## src/hw/rtl/active_sender_tracker_defines.svh

```systemverilog
// assertion macros used by the tracker rtl
`ifndef ACTIVE_SENDER_TRACKER_DEFINES_SVH
`define ACTIVE_SENDER_TRACKER_DEFINES_SVH

// same-cycle implication, quiet during reset
`define AST_ASSERT_IMPL(label, clk, rst, cond, expr) \
  label: assert property (@(posedge clk) disable iff (rst) (cond) |-> (expr)) \
    else $error("same-cycle check failed");

// next-cycle implication, quiet during reset
`define AST_ASSERT_NEXT(label, clk, rst, cond, expr) \
  label: assert property (@(posedge clk) disable iff (rst) (cond) |=> (expr)) \
    else $error("next-cycle check failed");

`endif

```

## src/hw/rtl/ast_pkg.sv

```systemverilog
`default_nettype none

package ast_pkg;

  // field widths
  localparam int unsigned IP_W       = 32;
  localparam int unsigned PORT_W     = 16;
  localparam int unsigned TIME_W     = 32;
  localparam int unsigned WINDOW_W   = 16;
  localparam int unsigned CFG_INDEX_W = 1;
  localparam int unsigned CFG_DATA_W = 32;
  localparam int unsigned COUNT_OUT_W = 4;

  // register indexes
  localparam logic [CFG_INDEX_W-1:0] REG_WINDOW  = 1'b0;
  localparam logic [CFG_INDEX_W-1:0] REG_LINK_UP = 1'b1;

  // reset values
  localparam logic [WINDOW_W-1:0] WINDOW_RESET = 16'd5000;
  localparam logic [PORT_W-1:0]   PORT_RESET   = 16'd4422;

  typedef enum logic [1:0] {
    MODE_NORMAL   = 2'd0,
    MODE_CONFLICT = 2'd1,
    MODE_IDLE     = 2'd2
  } mode_t;

  // one table row
  typedef struct packed {
    logic [IP_W-1:0]   ip;
    logic [PORT_W-1:0] port;
    logic [TIME_W-1:0] seen;
  } entry_t;

  localparam int unsigned ENTRY_W = $bits(entry_t);

endpackage

`default_nettype wire

```

## src/hw/rtl/active_sender_tracker.sv

```systemverilog
// active sender tracker: one request in flight at a time
// sequence: S_SCAN walks the table, S_TAIL settles the fill count, S_DONE loads the
//   result register once it is free; no new request is taken before S_DONE ends, and
//   the single-pass table walk goes through the one read port of the table ram
// reset: synchronous, active high; fill count and mode state cleared at once,
//   table contents left as they are (no clearing pass)
`default_nettype none
`include "active_sender_tracker_defines.svh"

module active_sender_tracker #(
  parameter int unsigned TABLE_DEPTH = 8
) (
  input  wire logic                               clk,
  input  wire logic                               rst,
  // configuration write port
  input  wire logic                               cfg_we,
  input  wire logic [ast_pkg::CFG_INDEX_W-1:0]    cfg_index,
  input  wire logic [ast_pkg::CFG_DATA_W-1:0]     cfg_data,
  // request channel
  input  wire logic                               in_valid,
  output logic                                    in_ready,
  input  wire logic                               action,
  input  wire logic [ast_pkg::IP_W-1:0]           src_addr,
  input  wire logic [ast_pkg::PORT_W-1:0]         src_port,
  input  wire logic [ast_pkg::TIME_W-1:0]         now_ms,
  // result channel
  output logic                                    out_valid,
  input  wire logic                               out_ready,
  output ast_pkg::mode_t                          mode,
  output logic                                    mode_changed,
  output logic                                    remote_valid,
  output logic [ast_pkg::IP_W-1:0]                peer_addr,
  output logic [ast_pkg::PORT_W-1:0]              peer_port,
  output logic [ast_pkg::COUNT_OUT_W-1:0]         active_count,
  output logic                                    announce
);

  import ast_pkg::*;

  localparam int unsigned AW = (TABLE_DEPTH > 1) ? $clog2(TABLE_DEPTH) : 1;
  localparam int unsigned CW = $clog2(TABLE_DEPTH + 1);

  typedef enum logic [3:0] {
    S_IDLE = 4'b0001,   // waiting for a request
    S_SCAN = 4'b0010,   // walk the table: match, expire, compact
    S_TAIL = 4'b0100,   // append a new sender, settle the fill count
    S_DONE = 4'b1000    // pick the mode and load the result register
  } state_t;

  state_t state;

  // configuration registers
  logic [WINDOW_W-1:0] window_ms;
  logic [TIME_W-1:0]   link_up_time_ms;

  // persistent tracker state
  logic [CW-1:0]     entry_count;
  logic [TIME_W-1:0] last_pixel_ms;
  mode_t             current_mode;

  // latched request
  logic              lat_pixel;
  logic [IP_W-1:0]   lat_ip;
  logic [PORT_W-1:0] lat_port;
  logic [TIME_W-1:0] lat_now;

  // walk state
  logic [CW-1:0]     iss;        // next entry to read
  logic [CW-1:0]     wr;         // next compacted slot
  logic              dv;         // ram read data belongs to entry iss - 1
  logic              matched;    // request sender already in the table
  logic [IP_W-1:0]   first_ip;   // row 0 after compaction
  logic [PORT_W-1:0] first_port;

  // table ram
  logic           ram_we;
  logic [AW-1:0]  ram_waddr;
  entry_t         ram_wdata;
  logic [ENTRY_W-1:0] ram_rdata;
  entry_t         rd_entry;

  // shared age unit and decision logic
  logic              hit;
  logic [TIME_W-1:0] seen_eff;
  logic [TIME_W-1:0] sub_b;
  logic [TIME_W-1:0] age;
  logic [TIME_W-1:0] win32;
  logic              keep;
  logic              grace;
  logic              add_new;
  logic              issue;
  logic              res_load;
  mode_t             mode_next;
  logic              held_valid_next;
  logic [COUNT_OUT_W-1:0] shown;

  assign in_ready = (state == S_IDLE);
  // result register takes the decision once it is empty or draining
  assign res_load = (state == S_DONE) && (!out_valid || out_ready);

  ast_ram #(
    .WIDTH (ENTRY_W),
    .DEPTH (TABLE_DEPTH),
    .AW    (AW)
  ) u_table (
    .clk   (clk),
    .we    (ram_we),
    .waddr (ram_waddr),
    .wdata (ram_wdata),
    .raddr (iss[AW-1:0]),
    .rdata (ram_rdata)
  );

  always_comb begin
    rd_entry = entry_t'(ram_rdata);
    // a refreshed row gets the request time before its age is taken
    hit      = lat_pixel && (rd_entry.ip == lat_ip) && (rd_entry.port == lat_port);
    seen_eff = hit ? lat_now : rd_entry.seen;
    // one subtractor: row age while walking, time since link up when deciding
    sub_b    = (state == S_DONE) ? link_up_time_ms : seen_eff;
    age      = lat_now - sub_b;
    win32    = {{(TIME_W - WINDOW_W){1'b0}}, window_ms};
    keep     = (age <= win32);
    grace    = (last_pixel_ms == '0) && (link_up_time_ms != '0) && (age < win32);
    // new sender only goes in if the table had room before expiry
    add_new  = lat_pixel && !matched && (entry_count < CW'(TABLE_DEPTH));
    issue    = (state == S_SCAN) && (iss < entry_count);
  end

  // ram write port: compacted rows while walking, new row at the tail
  always_comb begin
    ram_we    = 1'b0;
    ram_waddr = wr[AW-1:0];
    ram_wdata = '{ip: rd_entry.ip, port: rd_entry.port, seen: seen_eff};
    case (state)
      S_SCAN: begin
        ram_we = dv && keep;
      end
      S_TAIL: begin
        ram_we    = add_new;
        ram_wdata = '{ip: lat_ip, port: lat_port, seen: lat_now};
      end
      default: begin
        ram_we = 1'b0;
      end
    endcase
  end

  // mode choice from the settled fill count
  always_comb begin
    if (entry_count > CW'(1)) begin
      mode_next       = MODE_CONFLICT;
      held_valid_next = 1'b0;
    end else if (entry_count == CW'(1)) begin
      mode_next       = MODE_NORMAL;
      held_valid_next = 1'b1;
    end else begin
      mode_next       = grace ? MODE_NORMAL : MODE_IDLE;
      held_valid_next = 1'b0;
    end
    // count field saturates for deep tables
    if (32'(entry_count) > 32'd15) begin
      shown = 4'd15;
    end else begin
      shown = COUNT_OUT_W'(entry_count);
    end
  end

  // configuration writes
  always_ff @(posedge clk) begin
    if (rst) begin
      window_ms       <= WINDOW_RESET;
      link_up_time_ms <= '0;
    end else if (cfg_we) begin
      case (cfg_index)
        REG_WINDOW:  window_ms       <= cfg_data[WINDOW_W-1:0];
        REG_LINK_UP: link_up_time_ms <= cfg_data[TIME_W-1:0];
        default: begin
        end
      endcase
    end
  end

  // request latch and walk datapath
  always_ff @(posedge clk) begin
    if (in_valid && in_ready) begin
      lat_pixel <= ~action;
      lat_ip    <= src_addr;
      lat_port  <= src_port;
      lat_now   <= now_ms;
    end
    if (ram_we && (wr == '0)) begin
      first_ip   <= ram_wdata.ip;
      first_port <= ram_wdata.port;
    end
  end

  // sequencer and tracker state
  always_ff @(posedge clk) begin
    if (rst) begin
      state         <= S_IDLE;
      entry_count   <= '0;
      last_pixel_ms <= '0;
      current_mode  <= MODE_NORMAL;
      iss           <= '0;
      wr            <= '0;
      dv            <= 1'b0;
      matched       <= 1'b0;
      out_valid     <= 1'b0;
    end else begin
      // result register fills on load, drains on accept
      if (res_load) begin
        out_valid <= 1'b1;
      end else if (out_ready) begin
        out_valid <= 1'b0;
      end
      dv <= issue;
      case (state)
        S_IDLE: begin
          if (in_valid) begin
            iss     <= '0;
            wr      <= '0;
            matched <= 1'b0;
            state   <= S_SCAN;
          end
        end
        S_SCAN: begin
          if (dv) begin
            if (hit) begin
              matched <= 1'b1;
            end
            if (keep) begin
              wr <= wr + CW'(1);
            end
          end
          if (issue) begin
            iss <= iss + CW'(1);
          end else begin
            state <= S_TAIL;
          end
        end
        S_TAIL: begin
          entry_count <= add_new ? (wr + CW'(1)) : wr;
          if (lat_pixel) begin
            last_pixel_ms <= lat_now;
          end
          state <= S_DONE;
        end
        S_DONE: begin
          // wait for the result register to free up
          if (res_load) begin
            current_mode <= mode_next;
            state        <= S_IDLE;
          end
        end
        default: begin
          state <= S_IDLE;
        end
      endcase
    end
  end

  // result register
  always_ff @(posedge clk) begin
    if (res_load) begin
      mode         <= mode_next;
      mode_changed <= (mode_next != current_mode);
      remote_valid <= held_valid_next;
      peer_addr    <= held_valid_next ? first_ip : '0;
      peer_port    <= held_valid_next ? first_port : '0;
      active_count <= shown;
      announce     <= lat_pixel && (current_mode == MODE_IDLE) &&
                      (mode_next == MODE_NORMAL) && held_valid_next;
    end
  end

  // checks
  `AST_ASSERT_NEXT(a_accept_walks, clk, rst, in_valid && in_ready, state == S_SCAN)
  `AST_ASSERT_IMPL(a_count_bound, clk, rst, 1'b1, entry_count <= CW'(TABLE_DEPTH))
  `AST_ASSERT_IMPL(a_compact_behind, clk, rst, state == S_SCAN, wr <= iss)
  `AST_ASSERT_IMPL(a_remote_single, clk, rst, out_valid && remote_valid,
                   active_count == 4'd1 && mode == MODE_NORMAL)

endmodule

`default_nettype wire

```

## src/hw/rtl/ast_ram.sv

```systemverilog
`default_nettype none

module ast_ram #(
  parameter int unsigned WIDTH = 80,
  parameter int unsigned DEPTH = 8,
  parameter int unsigned AW    = (DEPTH > 1) ? $clog2(DEPTH) : 1
) (
  input  wire logic             clk,
  input  wire logic             we,
  input  wire logic [AW-1:0]    waddr,
  input  wire logic [WIDTH-1:0] wdata,
  input  wire logic [AW-1:0]    raddr,
  output logic      [WIDTH-1:0] rdata
);

  logic [WIDTH-1:0] mem [DEPTH];

  always_ff @(posedge clk) begin
    if (we) begin
      mem[waddr] <= wdata;
    end
    rdata <= mem[raddr];
  end

endmodule

`default_nettype wire
```

## config.mk

```make
export PLATFORM = sky130hd
export DESIGN_NAME = active_sender_tracker
export DESIGN_NICKNAME = d
export VERILOG_FILES = /design/src/hw/rtl/ast_pkg.sv /design/src/hw/rtl/active_sender_tracker.sv /design/src/hw/rtl/ast_ram.sv
export VERILOG_INCLUDE_DIRS = /design/src /design/src/hw/rtl
export SDC_FILE = /design/constraint.sdc
export NUM_CORES = 1
export LEC_CHECK = 0
export BUFFER_PORTS_ARGS = -buffer_cell sky130_fd_sc_hd__buf_2
export CAP_MARGIN = 0
export CORE_MARGIN = 10
export CORE_UTILIZATION = 47
export CTS_CLUSTER_SIZE = 24
export DETAILED_ROUTE_END_ITERATION = 12
export GPL_TIMING_DRIVEN = 0
export PLACE_DENSITY = 0.72
export SYNTH_ARGS = -nofsm -noshare
export SYNTH_HDL_FRONTEND = slang
export SYNTH_SLANG_ARGS = --single-unit
```

## constraint.sdc

```tcl
create_clock -name clk -period 20.4 [get_ports clk]
set_clock_uncertainty 0.05 [all_clocks]
set_input_delay 4.08 -clock clk [delete_from_list [all_inputs] [get_ports clk]]
set_output_delay 4.08 -clock clk [all_outputs]
set_load 0.05 [all_outputs]
```

==> Yosys cells after proc, flatten, opt, wreduce, memory -nomap -nowiden <==
Memory sizes are Yosys's and may differ from the RTL's. A register that Yosys moved wholly into a read port is not among the register bits.
Index checks and enable logic that the tools add are counted.
{ "word_totals": {"memories": 1, "output_inout_bits": 59, "ramBits": 640, "register_bits": 287} }
{ "op_classes": {"addsub": 3, "muxes": 28, "reduce_logical": 31, "bitwise_logic": 2, "n_eq_ne": 16, "order_cmp": 5} }
{ "mem_list": {"columns": ["name", "words", "width", "rd", "rd_clocked_by_memory_dff", "wr", "line", "text"], "rows": [
  ["u_table.mem", 8, 80, 1, 1, 1, "ast_ram.sv:16", "logic [WIDTH-1:0] mem [DEPTH];"]
]} }
{ "ops": {"columns": ["operator", "n"], "rows": [
  ["$mux W80", 1],
  ["$mux W32", 2],
  ["$eq A32 B32 Y1", 1],
  ["$le A32 B16 Y1", 1],
  ["$logic_not A32 Y1", 1],
  ["$lt A32 B16 Y1", 1],
  ["$mux W4", 8],
  ["$reduce_bool A32 Y1", 1],
  ["$sub A32 B32 Y32", 1],
  ["$eq A16 B16 Y1", 1],
  ["$pmux W4 S2", 2],
  ["$pmux W4 S4", 1],
  ["$logic_and A1 B1 Y1", 14],
  ["$ne A2 B2 Y1 const B", 7],
  ["$mux W1", 9],
  ["$add A4 B1 Y4 const B", 2],
  ["$eq A4 B1 Y1 const B", 2],
  ["$reduce_and A2 Y1", 4],
  ["$reduce_and A4 Y1", 2],
  ["$mux W2", 3],
  ["$reduce_and A3 Y1", 2],
  ["$eq A4 B2 Y1 const B", 1],
  ["$eq A4 B3 Y1 const B", 1],
  ["$eq A4 B4 Y1 const B", 1],
  ["12 further kinds", 16]
]} }

==> Depth between registers and ports, before layout <==
{ "depth": {"depth_word": 14, "depth_mapped": 29, "mapped_depth_nobuf": 27} }

==> By module <==
Synthesis repeated with hierarchy kept, for this count alone.
{ "hier_totals": {"hier_cells": 2411, "area_unflattened_um2": 40178.5} }
{ "modules_own_cells": {"columns": ["module", "instances", "cells_per_inst", "area_each_um2"], "rows": [
  ["ast_ram", 1, 1018, 25654.6],
  ["active_sender_tracker", 1, 1393, 14523.9]
]} }

==> Worst setup path after synthesis <==
OpenSTA, ideal clock, no wires.
{ "synth_timing": {"path_type": "reg2reg", "startpoint": "register lat_ip[10]", "endpoint": "memory u_table.mem[0][0] (enable)", "stages_incl_launch_ff": 29, "setup_ns": 0.763, "synth_period_minus_slack_ns": 15.326, "setup_slack_ns": 5.074, "required_ns": 19.587, "arrival_ns": 14.513, "path_cell_list": "edfxtp_1 -> xor2_1 -> nor4_1 -> nand4_1 -> or4_1 -> clkbuf_1 -> buf_1 -> nor2_1 -> a21oi_1 -> o21ai_0 -> ha_1 -> inv_1 -> fa_1 -> a21o_2 -> a221o_2 -> a21o_2 -> a21o_1 -> a21oi_1 -> o21bai_1 -> xor2_1 -> ha_1 -> a21o_1 -> a211o_1 -> o211ai_1 -> a31oi_1 -> o31a_1 -> nor2_1 -> nand3_4 -> a2111oi_1"} }
{ "synth_via": {"elab_chain_len": 11} }
{ "synth_rtl": {"columns": ["item", "line", "text"], "rows": [
  ["from (decl)", "active_sender_tracker.sv:63", "logic [IP_W-1:0] lat_ip;"],
  ["from (signal assigned)", "active_sender_tracker.sv:188", "lat_ip <= src_addr;"],
  ["$eq A32 B32 Y1", "active_sender_tracker.sv:117", "hit = lat_pixel && (rd_entry.ip == lat_ip) && (rd_entry.port == lat_port);"],
  ["$logic_and A1 B1 Y1 (2 in a row)", "active_sender_tracker.sv:117", null],
  ["$mux W32", "active_sender_tracker.sv:118", "seen_eff = hit ? lat_now : rd_entry.seen;"],
  ["$mux W32", "active_sender_tracker.sv:120", "sub_b = (state == S_DONE) ? link_up_time_ms : seen_eff;"],
  ["$sub A32 B32 Y32", "active_sender_tracker.sv:121", "age = lat_now - sub_b;"],
  ["$le A32 B16 Y1", "active_sender_tracker.sv:123", "keep = (age <= win32);"],
  ["$logic_and A1 B1 Y1", "active_sender_tracker.sv:137", "ram_we = dv && keep;"],
  ["$pmux W1 S2", "active_sender_tracker.sv:135", "case (state)"],
  ["$mux W1", "ast_ram.sv:19", "if (we) begin"],
  ["$mux W1 (not written as such)", "ast_ram.sv:20", "mem[waddr] <= wdata;"],
  ["to (decl)", "ast_ram.sv:16", null]
]} }
No other way between the ends.

==> Worst setup path in the final report <==
{ "layout_timing": {"startpoint": "register lat_port[1]", "endpoint": "memory u_table.mem[0][32] (enable)"} }
{ "layout_via": {"elab_chain_len": 10} }
{ "layout_rtl": {"columns": ["item", "line", "text"], "rows": [
  ["from (decl)", "active_sender_tracker.sv:64", "logic [PORT_W-1:0] lat_port;"],
  ["from (signal assigned)", "active_sender_tracker.sv:189", "lat_port <= src_port;"],
  ["$eq A16 B16 Y1", "active_sender_tracker.sv:117", null],
  ["$logic_and A1 B1 Y1", "active_sender_tracker.sv:117", null],
  ["$mux W32", "active_sender_tracker.sv:118", null],
  ["$mux W32", "active_sender_tracker.sv:120", null],
  ["$sub A32 B32 Y32", "active_sender_tracker.sv:121", null],
  ["$le A32 B16 Y1", "active_sender_tracker.sv:123", null],
  ["$logic_and A1 B1 Y1", "active_sender_tracker.sv:137", null],
  ["$pmux W1 S2", "active_sender_tracker.sv:135", null],
  ["$mux W1", "ast_ram.sv:19", null],
  ["$mux W1 (not written as such)", "ast_ram.sv:20", null]
]} }
No other way between the ends.

==> out/qor.csv <==
metric,value,unit
status,finished clean,
final_common_cell,edfxtp_1,
dr.pass1.iters,6,
powerDensity,95.9,nW/um2
cpMaxStageDelayCell,a2111oi_2,
track_usage,20.4,%
clock_tree.root_cell,clkbuf_16,
internal-power,3.51,mW
synth_async_sr_flop_share,0,%
power_switching,1.01,mW
critPathLaunchType,flop,
min_path_type,reg -> reg,
cts_tree,built,
final-hold-violation-count,0,
synth-main-ff-cell,edfxtp_1,
rsz0062_at_grt,no,
ir_drop,0.0880,mV
crit_path_max_fanout,10,
synth_nets,2532,
antenna_cells,0,
synth_area,40000,um2
synth_cell_types,85,
postCtsSetupBuffers,0,
grt_max_degree,50,
finalCriticalPeriod,10.02,ns
syn_avg_cell_area,17.0,um2
drcViolationCount,0,
syn-instance-count,2359,
p_seq_share,50.6,%
die_area,97200,um2
fin_area,47100,um2
numCtsBuffers,99,
worstPathRequired,20.72,ns
path_class,reg -> reg,
clk_latency,0.69,ns
postCtsHoldBufs,0,
synth_edf_count,826,
grt_pass1_vias,23287,
fin_nets,2894,
worst_setup_path_end_kind,flop,
ys_seq_area_share,71.0,%
ant_nets,0,
io_buffers,176,
drive_above_1_share,27.9,%
slew_violations,0,
path_common_cell,buf_4,
reg2reg_slack,10.38,ns
finalSetupTns,0,ns
placed_area,43600,um2
total_leakage_power,16.2,nW
vias,22605,
arrival,10.34,ns
io_pins,178,
viasPerCell,5.74,
placeableCoreArea,84100,um2
comb_power_share,7.0,%
drv_cap,0,
max_stage_delay,0.89,ns
drtIter0Drc,2326,
clock_sink_count,1007,
antenna_found_initial,3,
cts_max_path_buffers,3,
grt_overflow,0,
gp_congestion,0.876,
grt_pass1_wl,150,mm
wl_per_cell,25.8,um
fmax,0.0998,GHz
ys_ff_latch,1007,
fp.dieH,312,um
ys_warn_count,0,
num_rows,106,
start_util,47.6,%
die_x,312,um
tightest_slew,1.36,ns
cts_resized,0,
p_clk_share,42.4,%
dp_hpwl,71.8,mm
path_clk_slew,0.06,ns
finalWirelength,102,mm
relSlewSlack,8.25,%
switching_share,22.4,%
finalSetupViolCount,0,
period_share,49.1,%
final_cell_mix,"edfxtp_1, nand2_1, buf_2, dfxtp_1",
htree_levels,3,
area_delta_synth_final,17.8,%
[per-stage QoR]
stage               setup WS, ns  instances  power [mW]  hold slack, ns  util (%)
floorplan                   5.07       2359        2.53           0.386         -
global placement           -6.13       3669        2.64           0.392      50.3
detailed placement         10.34       3754        2.64           0.400      51.9
CTS                        10.28       3941        4.54           0.408      56.1
global route                9.95       3941        4.66           0.429      56.1
finish                     10.38       3941        4.52           0.409      56.1
[critical path: cells and delay by family (launching register included)]
family | cells | cell delay [ns]
compound gates | 14 | 3.46
xor+xnor | 2 | 0.32
fa+ha+maj | 3 | 0.97
buf+inv | 7 | 1.78
flops | 1 | 0.40
simple gates | 6 | 2.67
[cells in the mapped netlist (4+ instances only)]
library cell | number | area (um2)
edfxtp_1 | 826 | 24800
nand2_1 | 205 | 769
dfxtp_1 | 181 | 3620
mux2_2 | 160 | 1800
mux4_2 | 160 | 3600
a21oi_1 | 150 | 751
clkbuf_1 | 81 | 304
nor2_1 | 69 | 259
xor2_1 | 58 | 508
ha_1 | 53 | 663
and3_1 | 52 | 325
inv_1 | 37 | 139
mux2i_1 | 33 | 330
nor4_1 | 31 | 194
buf_1 | 27 | 101
o21ai_0 | 20 | 100
nand3_1 | 17 | 85.1
a21o_1 | 15 | 113
a211oi_1 | 14 | 105
nand4_1 | 14 | 87.6
xnor2_1 | 14 | 123
nor3_1 | 11 | 55.1
o211ai_1 | 10 | 75.1
nor2b_1 | 8 | 50.1
o21a_1 | 8 | 60.1
nand2b_1 | 7 | 43.8
and2_1 | 6 | 37.5
or3_1 | 6 | 37.5
o21bai_1 | 5 | 37.5
a2111oi_2 | 4 | 60.1
o21ai_1 | 4 | 20.0
[power groups by stage]
| stage | Sequential, mW | Combinational, mW | Clock (mW) |
|---|---|---|---|
| 3_5_place_dp | 2.33 | 0.313 | 0 |
| 4_1_cts | 2.29 | 0.316 | 1.94 |
| 5_1_grt | 2.29 | 0.342 | 2.03 |
| 2_1_floorplan | 2.32 | 0.216 | 0 |
| 3_3_place_gp | 2.33 | 0.303 | 0 |
| 6_report | 2.29 | 0.315 | 1.91 |
[state kept, by name (all words and copies together) (netlist names), 4 cells and up]
name,flops
first_port,16
link_up_time_ms,32
last_pixel_ms,32
lat_ip,32
u_table.rdata,80
lat_port,16
active_count,4
window_ms,16
entry_count,4
peer_port,16
first_ip,32
lat_now,32
state,4
u_table.mem,640
iss,4
wr,4
peer_addr,32
[layout make-up]
cell class | count | area (um2)
Fill cell | 6356 | 37000
Clock buffer | 142 | 2880
Buffer | 112 | 434
Inverter | 38 | 145
Timing Repair Buffer | 261 | 2090
Sequential cell | 1007 | 28400
Tap cell | 1134 | 1420
Multi-Input combinational cell | 1202 | 11100
Clock inverter | 45 | 619
[final timing paths]
path                                  startpoint                              to  cells after the start
setup / recovery           lat_port[1]$_DFFE_PP_    u_table.mem[0][32]$_DFFE_PP_                     32
hold / removal    last_pixel_ms[11]$_SDFFE_PP0P_  last_pixel_ms[11]$_SDFFE_PP0P_                      2
setup reg to reg           lat_port[1]$_DFFE_PP_    u_table.mem[0][32]$_DFFE_PP_                     32
hold reg to reg   last_pixel_ms[11]$_SDFFE_PP0P_  last_pixel_ms[11]$_SDFFE_PP0P_                      2
[per-layer routing]
layer	up-vias	global-route usage, %	share of wire (%)
li1	9929	-	-
met1	11491	26.6	40
met2	1009	34.0	49
met3	176	4.55	8.2
met4	0	5.58	2.6
met5	-	0	0
[cell families after synthesis]
| logic type | after synthesis | synth area share [%] |
|---|---|---|
| and+or+nand+nor | 452 | 5.48 |
| muxes | 354 | 14.4 |
| buffers and inverters | 150 | 1.44 |
| xor gates and xnor gates | 72 | 1.58 |
| adders and majority gates | 54 | 1.71 |
| AOI/OAI and AO/OA | 270 | 4.36 |
| DFF | 1007 | 71.0 |
Power figures use the tool's default switching activity.
